### src/rtl/pbrd_pkg.sv
// Types and constants shared by the decoder modules.
package pbrd_pkg;

  localparam int QueueDepth = 4;
  localparam int QueuePtrW  = 2;

  // One queued transaction: a run result, an end marker, or both.
  typedef struct packed {
    logic [7:0] value;
    logic [7:0] count;
    logic [1:0] plane;
    logic       has_run;
    logic       has_end;
    logic       done;
  } entry_t;

  typedef struct packed {
    logic full;
    logic empty;
  } queue_status_t;

endpackage

### src/rtl/planar_bitmap_rle_decoder.sv
// Planar bitmap run-length decoder: parser, entry queue and result emitter.
//
// Input channel: one compressed byte per transaction on in_byte_i under
// in_valid_i/in_ready_o. Each plane is a 16-bit little-endian size followed
// by run headers and run data; PLANE_COUNT planes make one image.
// Output channel: one result per transaction under out_valid_o/out_ready_i:
// pixel_value_o repeated repeat_count_o times, or an end-of-plane marker with
// repeat_count_o = 0, plane_number_o naming the plane and image_done_o set on
// the marker of the last plane.
// Path: an accepted byte's result is written into the entry queue and then
// loaded into the output register, from which the receiver takes it.
// Throughput: one byte per cycle while the queue is not full; a byte that
// ends both a run and a plane yields two results, which the emitter sends one
// after the other, so the output port (one result per cycle) sets the sustained rate.
// Reset clears the parser to expect a size low byte of plane 0 and empties
// the queue and output register.
// When the receiver stalls, the output register holds its result, the
// four-entry queue fills, and in_ready_o drops once it is full.
module planar_bitmap_rle_decoder #(
  parameter int PLANE_COUNT = 4
) (
  input  logic       clk_i,
  input  logic       rst_ni,
  input  logic       in_valid_i,
  output logic       in_ready_o,
  input  logic [7:0] in_byte_i,
  output logic       out_valid_o,
  input  logic       out_ready_i,
  output logic [7:0] pixel_value_o,
  output logic [7:0] repeat_count_o,
  output logic [1:0] plane_number_o,
  output logic       image_done_o
);
  import pbrd_pkg::*;

  logic          push;
  logic          pop;
  entry_t        push_entry;
  entry_t        head;
  queue_status_t q_status;

  pbrd_front #(
    .PLANE_COUNT(PLANE_COUNT)
  ) u_front (
    .clk_i       (clk_i),
    .rst_ni      (rst_ni),
    .in_valid_i  (in_valid_i),
    .in_ready_o  (in_ready_o),
    .in_byte_i   (in_byte_i),
    .q_status_i  (q_status),
    .push_o      (push),
    .push_entry_o(push_entry)
  );

  pbrd_queue u_queue (
    .clk_i       (clk_i),
    .rst_ni      (rst_ni),
    .push_i      (push),
    .push_entry_i(push_entry),
    .pop_i       (pop),
    .head_o      (head),
    .status_o    (q_status)
  );

  pbrd_back u_back (
    .clk_i         (clk_i),
    .rst_ni        (rst_ni),
    .head_i        (head),
    .q_status_i    (q_status),
    .pop_o         (pop),
    .out_valid_o   (out_valid_o),
    .out_ready_i   (out_ready_i),
    .pixel_value_o (pixel_value_o),
    .repeat_count_o(repeat_count_o),
    .plane_number_o(plane_number_o),
    .image_done_o  (image_done_o)
  );

endmodule

### src/rtl/pbrd_front.sv
// Byte parser: tracks plane size and run state, emits queue entries.
module pbrd_front #(
  parameter int PLANE_COUNT = 4
) (
  input  logic            clk_i,
  input  logic            rst_ni,
  input  logic            in_valid_i,
  output logic            in_ready_o,
  input  logic [7:0]      in_byte_i,
  input  pbrd_pkg::queue_status_t q_status_i,
  output logic            push_o,
  output pbrd_pkg::entry_t push_entry_o
);
  import pbrd_pkg::*;

  localparam int PlaneW = (PLANE_COUNT > 1) ? $clog2(PLANE_COUNT) : 1;
  localparam int PcW    = PlaneW + 1;

  localparam logic [2:0] PhSizeLo  = 3'd0;
  localparam logic [2:0] PhSizeHi  = 3'd1;
  localparam logic [2:0] PhHeader  = 3'd2;
  localparam logic [2:0] PhRepeat  = 3'd3;
  localparam logic [2:0] PhLiteral = 3'd4;

  logic [2:0]        phase_q, phase_d;
  logic [7:0]        size_lo_q, size_lo_d;
  logic [15:0]       plane_bytes_q, plane_bytes_d;
  logic [16:0]       consumed_q, consumed_d;
  logic [7:0]        lit_left_q, lit_left_d;
  logic [PlaneW-1:0] plane_q, plane_d;

  logic              fire;
  logic [16:0]       consumed_inc;
  logic              at_end;
  logic              last_plane;
  logic [PlaneW-1:0] plane_next;
  logic [PlaneW+1:0] plane_ext;
  logic [7:0]        lit_dec;
  entry_t            entry;

  assign in_ready_o = !q_status_i.full;
  assign fire       = in_valid_i && in_ready_o;

  assign consumed_inc = (consumed_q != '1) ? consumed_q + 17'd1 : consumed_q;
  assign at_end       = consumed_inc >= {1'b0, plane_bytes_q};
  assign last_plane   = ({1'b0, plane_q} + PcW'(1)) >= PcW'(PLANE_COUNT);
  assign plane_next   = last_plane ? '0 : plane_q + PlaneW'(1);
  assign plane_ext    = {2'b00, plane_q};
  assign lit_dec      = (lit_left_q == 8'd0) ? 8'd0 : lit_left_q - 8'd1;

  always_comb begin
    phase_d       = phase_q;
    size_lo_d     = size_lo_q;
    plane_bytes_d = plane_bytes_q;
    consumed_d    = consumed_q;
    lit_left_d    = lit_left_q;
    plane_d       = plane_q;
    entry.value   = in_byte_i;
    entry.count   = 8'd1;
    entry.plane   = plane_ext[1:0];
    entry.has_run = 1'b0;
    entry.has_end = 1'b0;
    entry.done    = last_plane;
    case (phase_q)
      PhSizeHi: begin
        plane_bytes_d = {in_byte_i, size_lo_q};
        consumed_d    = '0;
        if ({in_byte_i, size_lo_q} == 16'd0) begin
          entry.has_end = 1'b1;
          plane_d       = plane_next;
          phase_d       = PhSizeLo;
        end else begin
          phase_d = PhHeader;
        end
      end
      PhHeader: begin
        consumed_d = consumed_inc;
        if (in_byte_i[7]) begin
          lit_left_d = 8'(9'd257 - {1'b0, in_byte_i});
          phase_d    = PhRepeat;
        end else begin
          lit_left_d = in_byte_i + 8'd1;
          phase_d    = PhLiteral;
        end
      end
      PhRepeat: begin
        consumed_d    = consumed_inc;
        entry.has_run = 1'b1;
        entry.count   = lit_left_q;
        lit_left_d    = 8'd0;
        if (at_end) begin
          entry.has_end = 1'b1;
          plane_d       = plane_next;
          phase_d       = PhSizeLo;
        end else begin
          phase_d = PhHeader;
        end
      end
      PhLiteral: begin
        consumed_d    = consumed_inc;
        entry.has_run = 1'b1;
        lit_left_d    = lit_dec;
        if (lit_dec == 8'd0) begin
          if (at_end) begin
            entry.has_end = 1'b1;
            plane_d       = plane_next;
            phase_d       = PhSizeLo;
          end else begin
            phase_d = PhHeader;
          end
        end
      end
      default: begin
        size_lo_d = in_byte_i;
        phase_d   = PhSizeHi;
      end
    endcase
  end

  assign push_o       = fire && (entry.has_run || entry.has_end);
  assign push_entry_o = entry;

  always_ff @(posedge clk_i or negedge rst_ni) begin
    if (!rst_ni) begin
      phase_q       <= PhSizeLo;
      size_lo_q     <= '0;
      plane_bytes_q <= '0;
      consumed_q    <= '0;
      lit_left_q    <= '0;
      plane_q       <= '0;
    end else if (fire) begin
      phase_q       <= phase_d;
      size_lo_q     <= size_lo_d;
      plane_bytes_q <= plane_bytes_d;
      consumed_q    <= consumed_d;
      lit_left_q    <= lit_left_d;
      plane_q       <= plane_d;
    end
  end

endmodule

### src/rtl/pbrd_queue.sv
// Short queue of parsed entries between the parser and the emitter.
module pbrd_queue (
  input  logic                    clk_i,
  input  logic                    rst_ni,
  input  logic                    push_i,
  input  pbrd_pkg::entry_t        push_entry_i,
  input  logic                    pop_i,
  output pbrd_pkg::entry_t        head_o,
  output pbrd_pkg::queue_status_t status_o
);
  import pbrd_pkg::*;

  entry_t               mem_q [QueueDepth];
  logic [QueuePtrW-1:0] wr_ptr_q, rd_ptr_q;
  logic [QueuePtrW:0]   count_q;

  assign status_o.full  = count_q == (QueuePtrW + 1)'(QueueDepth);
  assign status_o.empty = count_q == '0;
  assign head_o         = mem_q[rd_ptr_q];

  always_ff @(posedge clk_i) begin
    if (push_i) begin
      mem_q[wr_ptr_q] <= push_entry_i;
    end
  end

  always_ff @(posedge clk_i or negedge rst_ni) begin
    if (!rst_ni) begin
      wr_ptr_q <= '0;
      rd_ptr_q <= '0;
      count_q  <= '0;
    end else begin
      if (push_i) begin
        wr_ptr_q <= wr_ptr_q + QueuePtrW'(1);
      end
      if (pop_i) begin
        rd_ptr_q <= rd_ptr_q + QueuePtrW'(1);
      end
      case ({push_i, pop_i})
        2'b10:   count_q <= count_q + (QueuePtrW + 1)'(1);
        2'b01:   count_q <= count_q - (QueuePtrW + 1)'(1);
        default: count_q <= count_q;
      endcase
    end
  end

endmodule

### src/rtl/pbrd_back.sv
// Emitter: splits queued entries into result transactions in an output register.
module pbrd_back (
  input  logic                    clk_i,
  input  logic                    rst_ni,
  input  pbrd_pkg::entry_t        head_i,
  input  pbrd_pkg::queue_status_t q_status_i,
  output logic                    pop_o,
  output logic                    out_valid_o,
  input  logic                    out_ready_i,
  output logic [7:0]              pixel_value_o,
  output logic [7:0]              repeat_count_o,
  output logic [1:0]              plane_number_o,
  output logic                    image_done_o
);
  import pbrd_pkg::*;

  logic       out_valid_q;
  logic       run_sent_q, run_sent_d;
  logic       load;
  logic       send_run;
  logic [7:0] value_q, count_q;
  logic [1:0] plane_q;
  logic       done_q;

  assign load     = (!out_valid_q || out_ready_i) && !q_status_i.empty;
  // Run result goes first; the end marker of the same entry follows.
  assign send_run = head_i.has_run && !run_sent_q;
  assign pop_o    = load && !(send_run && head_i.has_end);

  always_comb begin
    run_sent_d = run_sent_q;
    if (load) begin
      run_sent_d = send_run && head_i.has_end;
    end
  end

  always_ff @(posedge clk_i or negedge rst_ni) begin
    if (!rst_ni) begin
      out_valid_q <= 1'b0;
      run_sent_q  <= 1'b0;
    end else begin
      run_sent_q <= run_sent_d;
      if (load) begin
        out_valid_q <= 1'b1;
      end else if (out_ready_i) begin
        out_valid_q <= 1'b0;
      end
    end
  end

  always_ff @(posedge clk_i) begin
    if (load) begin
      plane_q <= head_i.plane;
      if (send_run) begin
        value_q <= head_i.value;
        count_q <= head_i.count;
        done_q  <= 1'b0;
      end else begin
        value_q <= 8'd0;
        count_q <= 8'd0;
        done_q  <= head_i.done;
      end
    end
  end

  assign out_valid_o    = out_valid_q;
  assign pixel_value_o  = value_q;
  assign repeat_count_o = count_q;
  assign plane_number_o = plane_q;
  assign image_done_o   = done_q;

endmodule

### config.mk
export PLATFORM = sky130hd
export DESIGN_NAME = planar_bitmap_rle_decoder
export DESIGN_NICKNAME = d
export VERILOG_FILES = /design/src/rtl/pbrd_pkg.sv /design/src/rtl/planar_bitmap_rle_decoder.sv /design/src/rtl/pbrd_front.sv /design/src/rtl/pbrd_queue.sv /design/src/rtl/pbrd_back.sv
export SDC_FILE = /design/constraint.sdc
export NUM_CORES = 1
export LEC_CHECK = 0
export ABC_AREA = 1
export BUFFER_PORTS_ARGS = -buffer_cell sky130_fd_sc_hd__buf_2
export CORE_AREA = 2 2 190 136
export DETAILED_ROUTE_END_ITERATION = 16
export DIE_AREA = 0 0 192 138
export PLACE_DENSITY = 0.55
export RECOVER_POWER = 25
export SLEW_MARGIN = 20
export SYNTH_ARGS = -nofsm -noshare
export SYNTH_HDL_FRONTEND = slang
export SYNTH_HIERARCHICAL = 1
export SYNTH_SLANG_ARGS = --single-unit
### constraint.sdc
create_clock -name clk_i -period 2.87 [get_ports clk_i]
set_input_delay 0.574 -clock clk_i [delete_from_list [all_inputs] [get_ports clk_i]]
set_output_delay 0.574 -clock clk_i [all_outputs]
set_load 0.005 [all_outputs]
==> results.ini <==
[power]
power_density_nw_per_um2 = 1000
leakagePower_uw = 0.00441
ir_drop_mv = 0.468

[yosys]
ys_seq_area_share_pct = 55.1
avgSynthCellArea_sq_um = 9.98
postSynthCellCount = 849
syn_nets = 891
ys_seq_elements = 166
yosysWarnings = 6
ys_types = 44
ys.flop_type = edfxtp_1
async_reset_ff_share_pct = 38.0
netlist_area_sq_um = 8480
synth_enable_flop_cells = 103

[clock_network]
clockBufferDepth = 2
cts_tree = built
cts_sinks = 166
ctsHoldBuffers = 0
cts_buffers = 17
clk_pin_slew_ps = 70
clk_latency_ps = 430
htree_levels = 4
root_buffer = clkbuf_16

[timing]
period_share_pct = 98.8
tightest_slew_ps = 1300
fin_crit_ps = 2840
drv_slew = 0
fin_skew_ps = 11.2
fmax_mhz = 353
relSlewSlack_pct = 13.2
setup_ws_ps = 33.7
rsz0062_at_grt = yes
final_hold_viol_count = 0
setup_viol = 0

[min_path]
worstHoldPathType = in2async

[critical_path]
arrival_ps = 3010
crit_type = reg2reg
start_kind = register
crit_required_ps = 3040
regToRegStartpoint = u_front/consumed_q[2]$_DFFE_PN0P_
path_max_fanout = 6
end_kind = register
crit_path_start = u_front/consumed_q[2]$_DFFE_PN0P_

[finish]
design_area_sq_um = 9930
n_antenna_cell = 0
drive_above_1_share_pct = 22.0
num-nets-final = 962
utilization_pct = 39.7
area_delta_synth_final_pct = 17.1

[floorplan]
core-area_sq_um = 25000
chipWidth_um = 192
dieArea_sq_um = 26500
die_height_um = 138
start_util_pct = 33.9
ios = 33
rows = 49

[placed_design]
gp_congestion = 0.859
dp_hpwl_um = 13000
pre_cts_slack_ps = -0.200
io_buffers = 32
dpl-instance-area_sq_um = 9200

[global_route]
gr-total-overflow = 0
grt_pass1_vias = 5488
grtUsageTotal_pct = 14.8
grt_first_pass_wirelength_um = 30000
grt_max_degree = 40
antenna_found_initial = 0

[routing]
wl_um = 18800
via_per_inst = 4.62
avgRoutedWirePerCell_um = 14.9
drt_iter0_drc = 413
firstDrtPassIters = 5
ant_nets = 0
vias = 5835
drc = 0

[outcome]
status = finished, final reports clean

[flow_run]
maxCapViolCount = 0

## metrics by stage
| step | total power, uW | cells | setup TNS, ps | hold slack, ps |
|---|---|---|---|---|
| 6_report | 9930 | 1264 | 0 | 271 |
| 5_1_grt | 10700 | 1264 | -920 | 334 |
| 4_1_cts | 9840 | 1259 | 0 | 73.6 |
| 3_5_place_dp | 7570 | 1227 | -0.761 | 477 |
| 3_3_place_gp | 7550 | 1227 | 0 | 475 |
| 2_1_floorplan | 6530 | 849 | 0 | 278 |
## synth_stat cells (4+ instances only)
| library cell | number | area share, % |
|---|---|---|
| a22o_1 | 8 | 0.83 |
| o22ai_1 | 4 | 0.30 |
| o21ai_1 | 13 | 0.77 |
| dfrtp_1 | 63 | 19 |
| nand2_2 | 32 | 2.4 |
| o211ai_2 | 21 | 3.1 |
| nor2_4 | 4 | 0.53 |
| nand3_1 | 29 | 1.7 |
| xor2_1 | 20 | 2.1 |
| nand4_1 | 6 | 0.44 |
| ha_1 | 29 | 4.3 |
| o211ai_1 | 21 | 1.9 |
| edfxtp_1 | 103 | 36 |
| a21oi_1 | 23 | 1.4 |
| inv_1 | 128 | 5.7 |
| nor2_1 | 65 | 2.9 |
| o21ai_0 | 25 | 1.5 |
| buf_6 | 4 | 0.53 |
| clkbuf_1 | 5 | 0.22 |
| nor3_1 | 7 | 0.41 |
| inv_2 | 13 | 0.58 |
| buf_4 | 13 | 1.2 |
| buf_2 | 7 | 0.41 |
| nand2_1 | 171 | 7.6 |
## worst max-delay path, stage by stage, from the launching register on
cell and delay [ps]:
dfrtp_1 450, inv_2 100, nor3_4 200, nand4_2 160
nor2_4 180, clkinv_4 110, buf_4 160, nand2_1 130
ha_1 260, nand4_1 90, inv_1 60, nand2_1 60
nor2_1 40, nor2_1 90, nand2_1 60, nand2_1 50
nand2_1 60, nand2_2 80, nand3_4 100, nand2_4 100
nor2_4 40
## power by group
part / total (uW) / switching, uW / internal, uW / leakage, uW
Clock: 2230 / 1070 / 1160 / 0.000281
Combinational: 3930 / 2520 / 1410 / 0.00240
Sequential: 3760 / 396 / 3370 / 0.00173
Total: 9930 / 3990 / 5940 / 0.00441
## path summary, 6_finish.rpt
check                                                             end  slack (ps)  cells after the start
worst min register to register  u_front/plane_bytes_q[15]$_DFFE_PN0P_         500                      2
worst max-delay path                    u_queue/mem_q[0][1]$_DFFE_PP_          30                     20
worst min-delay path                 u_front/size_lo_q[2]$_DFFE_PN0P_         270                      1
max in group asynchronous           u_front/lit_left_q[3]$_DFFE_PN0P_         890                      2
worst max register to register          u_queue/mem_q[0][1]$_DFFE_PP_          30                     20
min in group clk_i                     u_back/out_valid_o$_DFFE_PN0P_         420                      4
## layer usage
metal	vias to the layer above	track usage (%)	share of wire, %
met5	-	0	0
met4	0	3.33	0.94
met3	17	3.78	5.2
met2	120	20.2	40
met1	2768	23.2	53
li1	2930	-	-
## layout make-up
class,count,area [sq um]
Sequential cell,166,4670
Clock inverter,15,155
Inverter,141,534
Fill cell,2458,15100
Timing Repair Buffer,85,571
Multi-Input combinational cell,509,3150
Clock buffer,17,425
Tap cell,331,414
## timing repair
item	4_1_cts	5_1_grt
pin swaps	0	9
resized for setup	1	34
hold endpoints to repair	0	0
setup endpoints to repair	4	7
gates cloned	0	0
buffers inserted	0	5
## cell usage in the layout (no fill, tap or decap), types with 5 or more instances in the layout
| cell type | count |
|---|---|
| nand2_1 | 167 |
| inv_1 | 127 |
| edfxtp_1 | 103 |
| nor2_1 | 63 |
| dfrtp_1 | 61 |
| buf_4 | 36 |
| nand2_2 | 30 |
| nand3_1 | 28 |
| o21ai_0 | 25 |
| buf_2 | 23 |
| ha_1 | 23 |
| o211ai_2 | 21 |
| o211ai_1 | 21 |
| xor2_1 | 20 |
| a21oi_1 | 20 |
| clkbuf_1 | 19 |
| clkbuf_16 | 17 |
| inv_2 | 13 |
| o21ai_1 | 11 |
| nand2_4 | 9 |
| a22o_1 | 8 |
| nor3_1 | 7 |
| inv_8 | 6 |
| nand4_1 | 6 |
| nor2_4 | 5 |
| ha_4 | 5 |
## flip-flops by register name (all words and copies together), names as in the netlist
register and flops:
u_front/plane_bytes_q 16, u_back/pixel_value_o 8, u_queue/count_q 3, u_back/out_valid_o 1, u_back/run_sent_q 1, u_front/size_lo_q 8
u_back/plane_number_o 2, u_front/consumed_q 17, u_back/image_done_o 1, u_front/phase_q 3, u_back/repeat_count_o 8, u_queue/rd_ptr_q 2
u_front/lit_left_q 8, u_queue/wr_ptr_q 2, u_front/plane_q 2, u_queue/mem_q 84
## cells by family (layout without fill, tap and decap cells)
kind of cell,count (synthesis),after routing,synth area share (%)
and+or+nand+nor,331,331,17.9
buffers and inverters,174,258,9.45
adders and majority gates,30,30,4.52
xor gates and xnor gates,22,22,2.27
DFF,166,166,55.1
AOI/OAI and AO/OA,125,125,10.6
muxes,1,1,0.133
Note: power is estimated with default switching activity, not from simulation.
